$ cat src/rrs_pkg.sv
// ----------------------------------------------------------------------------
// rrs_pkg
// Field widths, register codes and the job table access types shared by the
// round-robin schedule simulator.
// ----------------------------------------------------------------------------
`default_nettype none

package rrs_pkg;

  localparam int ARR_W     = 16;
  localparam int BURST_W   = 12;
  localparam int QUANT_W   = 12;
  localparam int TIME_W    = 18;
  // one bit above the result width so late ticks never alias an arrival
  localparam int TICK_W    = 19;
  localparam int JOB_IDX_W = 4;
  localparam int APB_AW    = 3;
  localparam int APB_DW    = 32;

  // register index, taken from paddr[2]
  localparam logic REG_QUANTUM = 1'b0;

  localparam logic [QUANT_W-1:0] QUANTUM_RESET = 12'd4;

  typedef struct packed {
    logic               load_en;
    logic               rem_en;
    logic               fin_en;
    logic [ARR_W-1:0]   arrival;
    logic [BURST_W-1:0] burst;
    logic [BURST_W-1:0] remaining;
    logic [TIME_W-1:0]  finish;
  } job_wr_t;

  typedef struct packed {
    logic [ARR_W-1:0]   arrival;
    logic [BURST_W-1:0] burst;
    logic [BURST_W-1:0] remaining;
    logic [TIME_W-1:0]  finish;
  } job_rd_t;

endpackage

`default_nettype wire

$ cat src/rrs_job_mem.sv
// ----------------------------------------------------------------------------
// rrs_job_mem
// Job table: arrival, burst, remaining service and finish tick per job, one
// write port with field enables and one registered read port.
// ----------------------------------------------------------------------------
`default_nettype none

module rrs_job_mem
  import rrs_pkg::*;
#(
  parameter int DEPTH = 16,
  parameter int IDX_W = 4
) (
  input  wire logic             clk_i,
  input  wire logic [IDX_W-1:0] rd_addr_i,
  output job_rd_t               rd_data_o,
  input  wire logic [IDX_W-1:0] wr_addr_i,
  input  wire job_wr_t          wr_i
);

  logic [ARR_W-1:0]   arr_mem   [DEPTH];
  logic [BURST_W-1:0] burst_mem [DEPTH];
  logic [BURST_W-1:0] rem_mem   [DEPTH];
  logic [TIME_W-1:0]  fin_mem   [DEPTH];

  job_rd_t rd_data_q;

  always_ff @(posedge clk_i) begin
    if (wr_i.load_en) begin
      arr_mem[wr_addr_i]   <= wr_i.arrival;
      burst_mem[wr_addr_i] <= wr_i.burst;
    end
    if (wr_i.load_en || wr_i.rem_en) begin
      rem_mem[wr_addr_i] <= wr_i.remaining;
    end
    if (wr_i.fin_en) begin
      fin_mem[wr_addr_i] <= wr_i.finish;
    end
  end

  always_ff @(posedge clk_i) begin
    rd_data_q.arrival   <= arr_mem[rd_addr_i];
    rd_data_q.burst     <= burst_mem[rd_addr_i];
    rd_data_q.remaining <= rem_mem[rd_addr_i];
    rd_data_q.finish    <= fin_mem[rd_addr_i];
  end

  assign rd_data_o = rd_data_q;

endmodule

`default_nettype wire

$ cat src/rrs_ready_queue.sv
// ----------------------------------------------------------------------------
// rrs_ready_queue
// FIFO of ready job indexes held in a small memory; the popped index is
// registered and shows on pop_data_o in the cycle after the pop.
// ----------------------------------------------------------------------------
`default_nettype none

module rrs_ready_queue #(
  parameter int DEPTH = 16,
  parameter int IDX_W = 4,
  parameter int CNT_W = 5
) (
  input  wire logic             clk_i,
  input  wire logic             rst_ni,
  input  wire logic             clear_i,
  input  wire logic             push_i,
  input  wire logic [IDX_W-1:0] push_data_i,
  input  wire logic             pop_i,
  output logic      [IDX_W-1:0] pop_data_o,
  output logic      [CNT_W-1:0] count_o
);

  localparam logic [IDX_W-1:0] LAST_SLOT = IDX_W'(DEPTH - 1);
  localparam logic [CNT_W-1:0] FULL_CNT  = CNT_W'(DEPTH);

  logic [IDX_W-1:0] q_mem [DEPTH];
  logic [IDX_W-1:0] head_q, head_d, tail_q, tail_d;
  logic [CNT_W-1:0] count_q, count_d;
  logic [IDX_W-1:0] pop_data_q;
  logic             do_push, do_pop;

  assign do_push = push_i && (count_q != FULL_CNT);
  assign do_pop  = pop_i && (count_q != '0);

  always_comb begin
    head_d  = head_q;
    tail_d  = tail_q;
    count_d = count_q;
    if (clear_i) begin
      head_d  = '0;
      tail_d  = '0;
      count_d = '0;
    end else begin
      if (do_push) begin
        tail_d = (tail_q == LAST_SLOT) ? '0 : tail_q + 1'b1;
      end
      if (do_pop) begin
        head_d = (head_q == LAST_SLOT) ? '0 : head_q + 1'b1;
      end
      unique case ({do_push, do_pop})
        2'b10:   count_d = count_q + 1'b1;
        2'b01:   count_d = count_q - 1'b1;
        default: count_d = count_q;
      endcase
    end
  end

  always_ff @(posedge clk_i or negedge rst_ni) begin
    if (!rst_ni) begin
      head_q  <= '0;
      tail_q  <= '0;
      count_q <= '0;
    end else begin
      head_q  <= head_d;
      tail_q  <= tail_d;
      count_q <= count_d;
    end
  end

  always_ff @(posedge clk_i) begin
    if (do_push && !clear_i) begin
      q_mem[tail_q] <= push_data_i;
    end
    if (do_pop) begin
      pop_data_q <= q_mem[head_q];
    end
  end

  assign pop_data_o = pop_data_q;
  assign count_o    = count_q;

endmodule

`default_nettype wire

$ cat src/rrs_result_unit.sv
// ----------------------------------------------------------------------------
// rrs_result_unit
// Turns job table read data into one result beat per job: completion,
// turnaround and waiting time, held in a result register behind stage 1.
// ----------------------------------------------------------------------------
`default_nettype none

module rrs_result_unit
  import rrs_pkg::*;
#(
  parameter int IDX_W = 4
) (
  input  wire logic                 clk_i,
  input  wire logic                 rst_ni,
  input  wire logic                 issue_i,
  input  wire logic [IDX_W-1:0]     issue_idx_i,
  input  wire logic                 issue_last_i,
  input  wire job_rd_t              rd_data_i,
  output logic                      result_valid_o,
  output logic      [JOB_IDX_W-1:0] job_index_o,
  output logic      [TIME_W-1:0]    completion_time_o,
  output logic      [TIME_W-1:0]    turnaround_time_o,
  output logic      [TIME_W-1:0]    waiting_time_o,
  output logic                      last_result_o
);

  // stage 1 lines up with the registered table read
  logic             s1_valid_q;
  logic [IDX_W-1:0] s1_idx_q;
  logic             s1_last_q;

  logic                 res_valid_q;
  logic [JOB_IDX_W-1:0] res_idx_q;
  logic [TIME_W-1:0]    res_done_q, res_turn_q, res_wait_q;
  logic                 res_last_q;
  logic [TIME_W-1:0]    turn_d, wait_d;

  assign turn_d = rd_data_i.finish - TIME_W'(rd_data_i.arrival);
  assign wait_d = turn_d - TIME_W'(rd_data_i.burst);

  always_ff @(posedge clk_i or negedge rst_ni) begin
    if (!rst_ni) begin
      s1_valid_q  <= 1'b0;
      res_valid_q <= 1'b0;
    end else begin
      s1_valid_q  <= issue_i;
      res_valid_q <= s1_valid_q;
    end
  end

  always_ff @(posedge clk_i) begin
    s1_idx_q  <= issue_idx_i;
    s1_last_q <= issue_last_i;
    if (s1_valid_q) begin
      res_idx_q  <= JOB_IDX_W'(s1_idx_q);
      res_done_q <= rd_data_i.finish;
      res_turn_q <= turn_d;
      res_wait_q <= wait_d;
      res_last_q <= s1_last_q;
    end
  end

  assign result_valid_o    = res_valid_q;
  assign job_index_o       = res_idx_q;
  assign completion_time_o = res_done_q;
  assign turnaround_time_o = res_turn_q;
  assign waiting_time_o    = res_wait_q;
  assign last_result_o     = res_last_q;

endmodule

`default_nettype wire

$ cat src/round_robin_schedule_simulator.sv
// ----------------------------------------------------------------------------
// round_robin_schedule_simulator
// Loads a set of jobs, simulates round-robin scheduling over them and reports
// completion, turnaround and waiting time for every job.
// ----------------------------------------------------------------------------
// Usage:
//   Jobs are loaded one beat per cycle: start high while busy is low takes
//   arrival_time_i, burst_length_i and last_job_i. A beat with last_job_i set,
//   or the beat that fills the last of MAX_JOBS slots, closes the set and
//   raises busy until the last result read has been issued.
//   The scheduler jumps time straight to the next event (an arrival or the end
//   of a slice or burst). Each arrival tick, and tick 0, costs a scan of the
//   job table; each dispatch steps through decide, pop, fetch, run and slice
//   end, with one more run step per arrival inside the slice.
//   Event count, not elapsed ticks, sets the run time.
//   Results follow as one beat per cycle in job order, marked by
//   result_valid_o, behind the registered table read and the result register;
//   the receiver cannot stall them. busy falls as the last read issues, so the
//   final two beats appear while the next set may already be loading.
//   time_quantum sits at byte address 0 of the APB port (reset 4, zero acts
//   as 1) and must be written only while the block is idle (not enforced).
//   Reset empties the queue and returns to loading; the job table is not
//   cleared, only written entries are ever read.
// ----------------------------------------------------------------------------
`default_nettype none

module round_robin_schedule_simulator
  import rrs_pkg::*;
#(
  parameter int MAX_JOBS = 16
) (
  input  wire logic                 clk_i,
  input  wire logic                 rst_ni,
  // job load channel
  input  wire logic                 start,
  output logic                      busy,
  input  wire logic [ARR_W-1:0]     arrival_time_i,
  input  wire logic [BURST_W-1:0]   burst_length_i,
  input  wire logic                 last_job_i,
  // result channel
  output logic                      result_valid_o,
  output logic      [JOB_IDX_W-1:0] job_index_o,
  output logic      [TIME_W-1:0]    completion_time_o,
  output logic      [TIME_W-1:0]    turnaround_time_o,
  output logic      [TIME_W-1:0]    waiting_time_o,
  output logic                      last_result_o,
  // configuration
  input  wire logic                 psel,
  input  wire logic                 penable,
  input  wire logic                 pwrite,
  input  wire logic [APB_AW-1:0]    paddr,
  input  wire logic [APB_DW-1:0]    pwdata,
  output logic      [APB_DW-1:0]    prdata,
  output logic                      pready
);

  localparam int IDX_W = (MAX_JOBS > 1) ? $clog2(MAX_JOBS) : 1;
  localparam int CNT_W = $clog2(MAX_JOBS + 1);
  localparam logic [CNT_W-1:0] MAX_CNT = CNT_W'(MAX_JOBS);

  typedef enum logic [2:0] {
    ST_LOAD,
    ST_SCAN,
    ST_DECIDE,
    ST_POP,
    ST_FETCH,
    ST_RUN,
    ST_END,
    ST_OUT
  } state_e;

  state_e             state_q;
  logic [QUANT_W-1:0] quantum_q;
  logic [CNT_W-1:0]   loaded_q, count_q, finished_q;
  logic [TICK_W-1:0]  tick_q;
  logic [CNT_W-1:0]   scan_addr_q;
  logic               scan_vld_q;
  logic [IDX_W-1:0]   scan_idx_q;
  logic [ARR_W-1:0]   next_arr_q;
  logic               next_vld_q;
  logic [IDX_W-1:0]   cur_job_q;
  logic [BURST_W-1:0] rem_q, slice_q;
  logic               running_q;
  logic [CNT_W-1:0]   out_addr_q;

  // ---------------- configuration port ----------------
  logic cfg_wr;
  assign cfg_wr = psel && penable && pwrite;
  assign pready = 1'b1;
  assign prdata = (paddr[2] == REG_QUANTUM) ? APB_DW'(quantum_q) : '0;

  always_ff @(posedge clk_i or negedge rst_ni) begin
    if (!rst_ni) begin
      quantum_q <= QUANTUM_RESET;
    end else if (cfg_wr && paddr[2] == REG_QUANTUM) begin
      quantum_q <= pwdata[QUANT_W-1:0];
    end
  end

  // ---------------- datapath helpers ----------------
  logic               accept, set_done;
  logic [CNT_W-1:0]   loaded_inc;
  logic [QUANT_W-1:0] slice_len;
  job_rd_t            rd_data;
  job_wr_t            wr_req;
  logic [IDX_W-1:0]   rd_addr, wr_addr;
  logic [IDX_W-1:0]   pop_data;
  logic [CNT_W-1:0]   q_count;
  logic               q_push, q_pop, q_clear;
  logic [IDX_W-1:0]   q_push_data;
  logic               scan_issue, scan_last, arr_match, arr_later;
  logic [TICK_W-1:0]  arr_tick, next_diff;
  logic [BURST_W-1:0] seg_a, seg;
  logic               hit_arr;
  logic               out_last;

  assign busy       = (state_q != ST_LOAD);
  assign accept     = start && !busy;
  assign loaded_inc = loaded_q + 1'b1;
  assign set_done   = last_job_i || (loaded_inc == MAX_CNT);
  assign slice_len  = (quantum_q == '0) ? QUANT_W'(1) : quantum_q;

  assign scan_issue = (state_q == ST_SCAN) && (scan_addr_q < count_q);
  assign scan_last  = scan_vld_q && ((CNT_W'(scan_idx_q) + 1'b1) == count_q);
  assign arr_tick   = TICK_W'(rd_data.arrival);
  assign arr_match  = (arr_tick == tick_q);
  assign arr_later  = (arr_tick > tick_q) &&
                      (!next_vld_q || rd_data.arrival < next_arr_q);

  // a slice segment stops at the slice end, the burst end or the next arrival
  assign next_diff = TICK_W'(next_arr_q) - tick_q;
  assign seg_a     = (rem_q < slice_q) ? rem_q : slice_q;
  assign hit_arr   = next_vld_q && (next_diff <= TICK_W'(seg_a));
  assign seg       = hit_arr ? next_diff[BURST_W-1:0] : seg_a;

  assign out_last  = ((out_addr_q + 1'b1) == count_q);

  always_comb begin
    unique case (state_q)
      ST_POP:  rd_addr = pop_data;
      ST_OUT:  rd_addr = out_addr_q[IDX_W-1:0];
      default: rd_addr = scan_addr_q[IDX_W-1:0];
    endcase
  end

  always_comb begin
    wr_req           = '0;
    wr_req.arrival   = arrival_time_i;
    wr_req.burst     = burst_length_i;
    wr_req.remaining = burst_length_i;
    wr_req.finish    = tick_q[TIME_W-1:0];
    wr_addr          = loaded_q[IDX_W-1:0];
    if (state_q == ST_END) begin
      wr_addr          = cur_job_q;
      wr_req.remaining = rem_q;
      wr_req.fin_en    = (rem_q == '0);
      wr_req.rem_en    = (rem_q != '0);
    end else begin
      wr_req.load_en   = accept;
    end
  end

  // arrivals of this tick go in before a preempted job
  always_comb begin
    q_push      = 1'b0;
    q_push_data = scan_idx_q;
    if (state_q == ST_SCAN) begin
      q_push = scan_vld_q && arr_match;
    end else if (state_q == ST_END) begin
      q_push      = (rem_q != '0);
      q_push_data = cur_job_q;
    end
  end

  assign q_pop   = (state_q == ST_DECIDE) && (finished_q != count_q) && (q_count != '0);
  assign q_clear = accept && set_done;

  // ---------------- control ----------------
  always_ff @(posedge clk_i or negedge rst_ni) begin
    if (!rst_ni) begin
      state_q     <= ST_LOAD;
      loaded_q    <= '0;
      count_q     <= '0;
      finished_q  <= '0;
      tick_q      <= '0;
      scan_addr_q <= '0;
      scan_vld_q  <= 1'b0;
      scan_idx_q  <= '0;
      next_arr_q  <= '0;
      next_vld_q  <= 1'b0;
      cur_job_q   <= '0;
      rem_q       <= '0;
      slice_q     <= '0;
      running_q   <= 1'b0;
      out_addr_q  <= '0;
    end else begin
      unique case (state_q)
        ST_LOAD: begin
          if (accept) begin
            loaded_q <= loaded_inc;
            if (set_done) begin
              count_q     <= loaded_inc;
              finished_q  <= '0;
              tick_q      <= '0;
              running_q   <= 1'b0;
              scan_addr_q <= '0;
              next_vld_q  <= 1'b0;
              state_q     <= ST_SCAN;
            end
          end
        end
        ST_SCAN: begin
          scan_vld_q  <= scan_issue;
          scan_idx_q  <= scan_addr_q[IDX_W-1:0];
          scan_addr_q <= scan_addr_q + CNT_W'(scan_issue);
          if (scan_vld_q && arr_later) begin
            next_arr_q <= rd_data.arrival;
            next_vld_q <= 1'b1;
          end
          if (scan_last) begin
            if (!running_q) begin
              state_q <= ST_DECIDE;
            end else if (rem_q != '0 && slice_q != '0) begin
              state_q <= ST_RUN;
            end else begin
              state_q <= ST_END;
            end
          end
        end
        ST_DECIDE: begin
          if (finished_q == count_q) begin
            out_addr_q <= '0;
            state_q    <= ST_OUT;
          end else if (q_count == '0) begin
            // idle: jump to the next arrival
            tick_q      <= TICK_W'(next_arr_q);
            scan_addr_q <= '0;
            next_vld_q  <= 1'b0;
            state_q     <= ST_SCAN;
          end else begin
            state_q <= ST_POP;
          end
        end
        ST_POP: begin
          cur_job_q <= pop_data;
          state_q   <= ST_FETCH;
        end
        ST_FETCH: begin
          rem_q     <= rd_data.remaining;
          slice_q   <= slice_len;
          running_q <= 1'b1;
          state_q   <= ST_RUN;
        end
        ST_RUN: begin
          tick_q  <= tick_q + TICK_W'(seg);
          rem_q   <= rem_q - seg;
          slice_q <= slice_q - seg;
          if (hit_arr) begin
            scan_addr_q <= '0;
            next_vld_q  <= 1'b0;
            state_q     <= ST_SCAN;
          end else begin
            state_q <= ST_END;
          end
        end
        ST_END: begin
          if (rem_q == '0) begin
            finished_q <= finished_q + 1'b1;
          end
          running_q <= 1'b0;
          state_q   <= ST_DECIDE;
        end
        ST_OUT: begin
          out_addr_q <= out_addr_q + 1'b1;
          if (out_last) begin
            loaded_q <= '0;
            state_q  <= ST_LOAD;
          end
        end
        default: state_q <= ST_LOAD;
      endcase
    end
  end

  // ---------------- submodules ----------------
  rrs_job_mem #(
    .DEPTH (MAX_JOBS),
    .IDX_W (IDX_W)
  ) u_job_mem (
    .clk_i     (clk_i),
    .rd_addr_i (rd_addr),
    .rd_data_o (rd_data),
    .wr_addr_i (wr_addr),
    .wr_i      (wr_req)
  );

  rrs_ready_queue #(
    .DEPTH (MAX_JOBS),
    .IDX_W (IDX_W),
    .CNT_W (CNT_W)
  ) u_ready_queue (
    .clk_i       (clk_i),
    .rst_ni      (rst_ni),
    .clear_i     (q_clear),
    .push_i      (q_push),
    .push_data_i (q_push_data),
    .pop_i       (q_pop),
    .pop_data_o  (pop_data),
    .count_o     (q_count)
  );

  rrs_result_unit #(
    .IDX_W (IDX_W)
  ) u_result_unit (
    .clk_i             (clk_i),
    .rst_ni            (rst_ni),
    .issue_i           (state_q == ST_OUT),
    .issue_idx_i       (out_addr_q[IDX_W-1:0]),
    .issue_last_i      (out_last),
    .rd_data_i         (rd_data),
    .result_valid_o    (result_valid_o),
    .job_index_o       (job_index_o),
    .completion_time_o (completion_time_o),
    .turnaround_time_o (turnaround_time_o),
    .waiting_time_o    (waiting_time_o),
    .last_result_o     (last_result_o)
  );

  // ---------------- assertions ----------------
  a_next_arrival_ahead: assert property (@(posedge clk_i) disable iff (!rst_ni)
    (state_q == ST_RUN && next_vld_q) |-> (TICK_W'(next_arr_q) > tick_q))
    else $error("pending arrival is not ahead of the current tick");

  a_finished_bound: assert property (@(posedge clk_i) disable iff (!rst_ni)
    busy |-> (finished_q <= count_q && q_count <= count_q))
    else $error("finished or queued jobs exceed the loaded set");

  a_set_starts_scan: assert property (@(posedge clk_i) disable iff (!rst_ni)
    (accept && last_job_i) |=> (state_q == ST_SCAN && tick_q == '0))
    else $error("closing beat did not start the schedule at tick zero");

  a_result_from_out: assert property (@(posedge clk_i) disable iff (!rst_ni)
    result_valid_o |-> $past(state_q == ST_OUT, 2))
    else $error("result beat without a matching table read");

endmodule

`default_nettype wire

$ cat config.mk
export PLATFORM = sky130hd
export DESIGN_NAME = round_robin_schedule_simulator
export DESIGN_NICKNAME = d
export VERILOG_FILES = /design/src/rrs_pkg.sv /design/src/rrs_job_mem.sv /design/src/rrs_ready_queue.sv /design/src/rrs_result_unit.sv /design/src/round_robin_schedule_simulator.sv
export SDC_FILE = /design/constraint.sdc
export NUM_CORES = 2
export LEC_CHECK = 0
export ABC_CLOCK_PERIOD_IN_PS = 7400
export BUFFER_PORTS_ARGS = -buffer_cell sky130_fd_sc_hd__buf_2
export CAP_MARGIN = 40
export CORE_AREA = 2 2 255 358
export DETAILED_ROUTE_END_ITERATION = 7
export DIE_AREA = 0 0 257 360
export PLACE_DENSITY = 0.77
export SYNTH_ARGS = -nofsm -noshare
export SYNTH_HDL_FRONTEND = slang
export SYNTH_SLANG_ARGS = --single-unit
$ cat constraint.sdc
create_clock -name clk_i -period 7.4 [get_ports clk_i]
set_input_delay 0.74 -clock clk_i [delete_from_list [all_inputs] [get_ports clk_i]]
set_output_delay 0.74 -clock clk_i [all_outputs]
set_load 0.02 [all_outputs]
* Word-level counts from Yosys, hierarchy flattened
Memory sizes are Yosys's and may differ from the RTL's. A register that Yosys moved wholly into a read port is not among the register bits. Cells that the tools add are included. Widths: inputs -> output; s select.
Word-level totals: bits in registers 189, memory bits (writable) 992, input port bits 70, output and inout port bits 94, logic and storage cells 200, memories 5
Memory list:
- u_job_mem.fin_mem | depth 16, bits a word 18, rd ports 1, clocked after memory_dff 1, write ports 1, line rrs_job_mem.sv:24 | logic [TIME_W-1:0] fin_mem [DEPTH];
- u_job_mem.arr_mem | depth 16, bits a word 16, rd ports 1, clocked after memory_dff 1, write ports 1, line rrs_job_mem.sv:21 | logic [ARR_W-1:0] arr_mem [DEPTH];
- u_job_mem.burst_mem | depth 16, bits a word 12, rd ports 1, clocked after memory_dff 1, write ports 1, line rrs_job_mem.sv:22 | logic [BURST_W-1:0] burst_mem [DEPTH];
- u_job_mem.rem_mem | depth 16, bits a word 12, rd ports 1, clocked after memory_dff 1, write ports 1, line rrs_job_mem.sv:23 | logic [BURST_W-1:0] rem_mem [DEPTH];
- u_ready_queue.q_mem | depth 16, bits a word 4, rd ports 1, clocked after memory_dff 1, write ports 1, line rrs_ready_queue.sv:26 | logic [IDX_W-1:0] q_mem [DEPTH];
Operators by class: add/subtract/negate cells 15, order comparisons 5, eq/ne operators 28, mux-type cells 67, bitwise operators 1, reductions and logical operators 51
Operator list (count):
- $mux 19 | 4
- $mux 12 | 5
- $pmux 19 s3 | 1
- $mux 5 | 10
- $pmux 12 s2 | 2
- $pmux 5 s2 | 4
- $mux 4 | 9
- $logic_not 12->1 | 2
- $pmux 3 s8 | 1
- $reduce_bool 12->1 | 2
- $sub 12x12->12 | 2
- $mux 3 | 7
- $add 5x1->5 const B | 4
- $pmux 5 s4 | 1
- $add 19x12->19 | 1
- $eq 16x19->1 | 1
- $gt 16x19->1 | 1
- $le 19x12->1 | 1
- $sub 16x19->19 | 1
- $sub 18x12->18 | 1
- $sub 18x16->18 | 1
- $logic_and 1x1->1 | 17
- $mux 1 | 17
- $lt 16x16->1 | 1
- other kinds (37) | 71

* Longest topological paths before layout
depth after elaboration 8, depth in mapped cells 35, depth with buffers taken out 33

* Cells and area by module
From an unflattened synthesis, not the netlist that was laid out.
Second synthesis, totals: cell total of the unflattened synthesis 3206, area total of the unflattened synthesis 52950.8 um2
By module, submodules not included:
- rrs_job_mem | times used 1, cells an instance 1549, area an instance 36109.6 um2, sequential area each 29027.8 um2
- round_robin_schedule_simulator | times used 1, cells an instance 1111, area an instance 9639.2 um2, sequential area each 2753.9 um2
- rrs_result_unit | times used 1, cells an instance 327, area an instance 3701.0 um2, sequential area each 1921.8 um2
- rrs_ready_queue | times used 1, cells an instance 219, area an instance 3500.9 um2, sequential area each 2367.3 um2

* Worst setup path after synthesis
Ideal clock, no wire load.
path kind reg2reg, start point reg rem_q[5], end point reg tick_q[18], library setup time 132 ps, data arrival time 6631 ps, required time 7268 ps, setup slack 637 ps, cell stages (with the launch flop) 35, path buffers 2, clock period less this slack 6763 ps, cell sequence dfrtp_1 ha_1 a21o_1 a21o_1 a21oi_1 o31a_1 o21ai_0 a21o_1 a21o_1 buf_2 mux2i_1 ha_1 a211o_1 a21oi_1 a21oi_1 o31ai_1 nand3_1 or4b_4 nor3_4 buf_2 nor2_1 a21oi_1 ha_1 inv_1 fa_1 nor2b_1 o21ai_0 a21oi_1 o21a_1 o21ai_0 a21oi_1 o211ai_1 a2111oi_0 xnor2_1 nor2_1
Between the ends: word-level cells in the longest chain between the ends 7
Ends and longest elaborated chain:
- from (decl) | line round_robin_schedule_simulator.sv:82 | logic [BURST_W-1:0] rem_q, slice_q;
- from (signal assigned) | line round_robin_schedule_simulator.sv:249 | rem_q <= rd_data.remaining;
- from (signal assigned) | line round_robin_schedule_simulator.sv:256 | rem_q <= rem_q - seg;
- $lt 12x12->1 | line round_robin_schedule_simulator.sv:132 | assign seg_a = (rem_q < slice_q) ? rem_q : slice_q;
- $mux 12 (*) | line round_robin_schedule_simulator.sv:132
- $le 19x12->1 | line round_robin_schedule_simulator.sv:133 | assign hit_arr = next_vld_q && (next_diff <= TICK_W'(seg_a));
- $logic_and 1x1->1 | line round_robin_schedule_simulator.sv:133
- $mux 12 (*) | line round_robin_schedule_simulator.sv:134 | assign seg = hit_arr ? next_diff[BURST_W-1:0] : seg_a;
- $add 19x12->19 (*) | line round_robin_schedule_simulator.sv:255 | tick_q <= tick_q + TICK_W'(seg);
- $pmux 19 s3 (*) | line round_robin_schedule_simulator.sv:197 | unique case (state_q)
- to (signal assigned) | line round_robin_schedule_simulator.sv:236 | tick_q <= TICK_W'(next_arr_q);
- to (signal assigned) | line round_robin_schedule_simulator.sv:255
- to (decl) | line round_robin_schedule_simulator.sv:75 | logic [TICK_W-1:0] tick_q;
Every way passes the cells marked *; elsewhere a longest branch is shown, timed or not. A chain may end at the register's enable or synchronous reset.

* Worst setup path after layout
start point reg slice_q[5], end point reg tick_q[17]
Between the ends: word-level cells in the longest chain between the ends 7
Ends and longest elaborated chain:
- from (decl) | line round_robin_schedule_simulator.sv:82
- from (signal assigned) | line round_robin_schedule_simulator.sv:250 | slice_q <= slice_len;
- from (signal assigned) | line round_robin_schedule_simulator.sv:257 | slice_q <= slice_q - seg;
- $lt 12x12->1 | line round_robin_schedule_simulator.sv:132
- $mux 12 (*) | line round_robin_schedule_simulator.sv:132
- $le 19x12->1 | line round_robin_schedule_simulator.sv:133
- $logic_and 1x1->1 | line round_robin_schedule_simulator.sv:133
- $mux 12 (*) | line round_robin_schedule_simulator.sv:134
- $add 19x12->19 (*) | line round_robin_schedule_simulator.sv:255
- $pmux 19 s3 (*) | line round_robin_schedule_simulator.sv:197
Marks and branches as above.

==> impl_metrics.ini <==
[floorplan]
top_level_ports = 164
rows = 130
core_um2 = 89300
start_util_pct = 59.6
die_area_um2 = 92500
fp.dieW_um = 257
fp.dieH_um = 360

[synthesis]
synth_warnings = 0
synth_edf_count = 1055
synth.distinct_cells = 87
synth-seq-area-share_pct = 67.7
synth_area_um2 = 53300
syn_inst = 3284
ys_seq_elements = 1243
avgSynthCellArea_um2 = 16.2
synthArstFlopShare_pct = 10.1
synth_flop_cell = edfxtp_1

[clock_tree]
clk_pin_slew_ps = 60
cts_tree = done
clock_latency_ps = 740
cts_hold_buf = 0
cts_num_sinks = 1243
root_buffer = clkbuf_16
clk_path_buf_depth = 3
h-tree-depth = 3
cts_inserted_buffers = 109

[global_route]
grt_max_degree = 119
track_usage_pct = 29.6
antenna_found_initial = 10
grt.overflow.total = 0
first_global_vias = 31740
grt_use_met3_pct = 4.75
busiest_layer = met2
groute.layer.met2.usage_pct = 51.5
met1_usage_pct = 36.1
grt_pass1_wl_um = 202000

[timing]
worst_slew_pin_slew_ps = 921
fin_crit_sh_pct = 95.0
setup_viol = 0
maxSlewHeadroom_pct = 38.6
holdWs_ps = 15.1
finalHoldViolCount = 0
setup_ws_ps = 369
skew_ps = 65.8
max_freq_ghz = 0.142
post-route-min-period_ps = 7030
final_max_slew_viol_count = 0

[power_and_ir_drop]
powerDensity_nw_per_um2 = 471
p_leak_nw = 21.7
p_total_mw = 28.2
peakVddDrop_mv = 0.391

[place]
gp_congestion = 0.987
place_inst = 4587
place_hpwl_um = 86500
placement.io_buffers = 120
dpl_worst_slack_ps = -132

[route]
drc = 0
detail_route.vias_per_cell = 6.42
avgRoutedWirePerCell_um = 28.3
vias = 30788
dr.pass1.iters = 6
drt_iter0_markers = 3171
routed_wl_um = 136000
antenna_left = 0

[layout]
drive_gt1_share_pct = 21.5
post-route-util_pct = 67.0
nets = 3745
syn_to_final_growth_pct = 12.4
finalNonFillerCells = 4799

[worst_setup_path]
arrival_ps = 7680
critPathMaxFanout = 11
cp-startpoint = slice_q[5]
worst_setup_path_end_kind = register
crit_slowest_cell = or4b_1
max_stage_delay_ps = 560
r2r_start = slice_q[5]
critical_path_class = reg2reg
critPathLaunchType = register
critPathRequiredTime_ps = 8050

[outcome]
status = completed

[run]
cap_viol_max_count = 0

[hold_path]
min_path_type = in2async
[per-layer routing]
| metal | wire, um | share of wire [%] |
|---|---|---|
| met1 | 47800 | 35 |
| met2 | 70800 | 52 |
| met3 | 10400 | 7.7 |
| met4 | 6680 | 4.9 |
| met5 | 79 | 0.058 |
[power by group]
group / internal, mW / leakage [nW] / switching, mW
registers: 8.81 / 11.6 / 0.780
clock network: 3.23 / 1.79 / 2.59
logic: 5.17 / 8.25 / 7.57
total: 17.2 / 21.7 / 10.9
[synth_stat cells, types with 5 or more instances]
cell | count | area share (%)
nand3_1 | 48 | 0.45
a21boi_0 | 7 | 0.099
and3_1 | 10 | 0.12
buf_4 | 22 | 0.31
mux4_2 | 252 | 11
o21ai_0 | 97 | 0.91
clkbuf_1 | 84 | 0.59
xnor2_1 | 54 | 0.89
o21a_1 | 18 | 0.25
and2_1 | 7 | 0.082
dfxtp_1 | 63 | 2.4
buf_2 | 32 | 0.30
nor3_1 | 32 | 0.30
nand4_1 | 10 | 0.12
a21oi_1 | 181 | 1.7
nor2b_1 | 87 | 1.0
a31oi_1 | 27 | 0.32
mux2_2 | 17 | 0.36
o22ai_1 | 6 | 0.070
nor4_1 | 14 | 0.16
dfrtp_1 | 124 | 5.8
ha_1 | 154 | 3.6
nor2_1 | 161 | 1.1
nand2_1 | 172 | 1.2
o31ai_1 | 5 | 0.070
edfxtp_1 | 1055 | 59
o21bai_1 | 12 | 0.17
xor2_1 | 38 | 0.62
or3_1 | 9 | 0.11
buf_1 | 16 | 0.11
nand2b_1 | 21 | 0.25
inv_1 | 139 | 0.98
a21o_1 | 39 | 0.55
fa_1 | 7 | 0.26
a211oi_1 | 72 | 1.0
mux2i_1 | 104 | 2.0
[stage by stage]
stage,instance area [um^2],setup TNS (ps)
after floorplan,53300,0
after global placement,55900,0
after detailed placement,56000,-246
after CTS,59800,0
after global routing,59800,-141
final,59800,0
[final timing paths]
kind / slack [ps] / cells after the start / to
worst max register to register: 370 / 35 / tick_q[17]
worst min register to register: 400 / 0 / u_result_unit.job_index_o[2]
min in group clk_i: 300 / 2 / quantum_q[6]
worst max-delay path: 370 / 35 / tick_q[17]
worst min-delay path: 20 / 1 / u_ready_queue.tail_q[1]
max in group asynchronous: 5950 / 2 / tick_q[7]
[state kept, by name (all words and copies together) (netlist names), 12 cells and up]
| register | count |
|---|---|
| u_job_mem.fin_mem | 288 |
| u_job_mem.arr_mem | 256 |
| u_job_mem.burst_mem | 192 |
| u_job_mem.rem_mem | 192 |
| u_ready_queue.q_mem | 64 |
| u_job_mem.rd_data_o | 58 |
| tick_q | 19 |
| u_result_unit.completion_time_o | 18 |
| u_result_unit.turnaround_time_o | 18 |
| u_result_unit.waiting_time_o | 18 |
| next_arr_q | 16 |
| quantum_q | 12 |
| rem_q | 12 |
| slice_q | 12 |
[area by class of cell]
class	instances	area [um^2]
Multi-Input combinational cell	1766	16300
Clock buffer	136	2930
Fill cell	5696	29500
Timing Repair Buffer	255	1730
Clock inverter	71	774
Tap cell	1188	1490
Sequential cell	1243	36100
Inverter	139	522
Antenna cell	1	2.50
[critical path: cells and delay by family (launching register included)]
kind	cells	cell delay (ps)
buffers and inverters	5	770
DFF	1	370
AOI/OAI and AO/OA	17	2600
muxes	1	170
and+or+nand+nor	9	2110
adders and majority gates	3	980
[placed cells by master, fill, tap and decap left out, types with 24 or more instances in the layout]
cell	count
a211oi_1	71
a21o_1	39
a21oi_1	168
a31oi_1	24
buf_2	121
buf_4	121
clkbuf_16	111
clkinv_2	25
dfrtp_1	123
dfxtp_1	63
edfxtp_1	1055
ha_1	154
inv_1	138
mux2i_1	104
mux4_2	252
nand2_1	172
nand3_1	48
nor2_1	129
nor2b_1	87
nor3_1	32
o21ai_0	90
xnor2_1	54
xor2_1	38
[cell families after synthesis]
| kind of cell | after synthesis | synth area share [%] |
|---|---|---|
| flops | 1243 | 67.7 |
| mux | 373 | 13.0 |
| buf+inv | 294 | 2.32 |
| compound gates | 519 | 6.13 |
| other cells | 2 | 0.0141 |
| fa+ha+maj | 161 | 3.88 |
| simple gates | 600 | 5.43 |
| xor+xnor | 92 | 1.51 |
[timing repair]
item                                    4_1_cts  5_1_grt
endpoints found under the setup margin        3       20
buffers inserted                              2        2
resized for setup                             0       24
pin swaps                                     1        4
(Power assumes the default switching activity.)
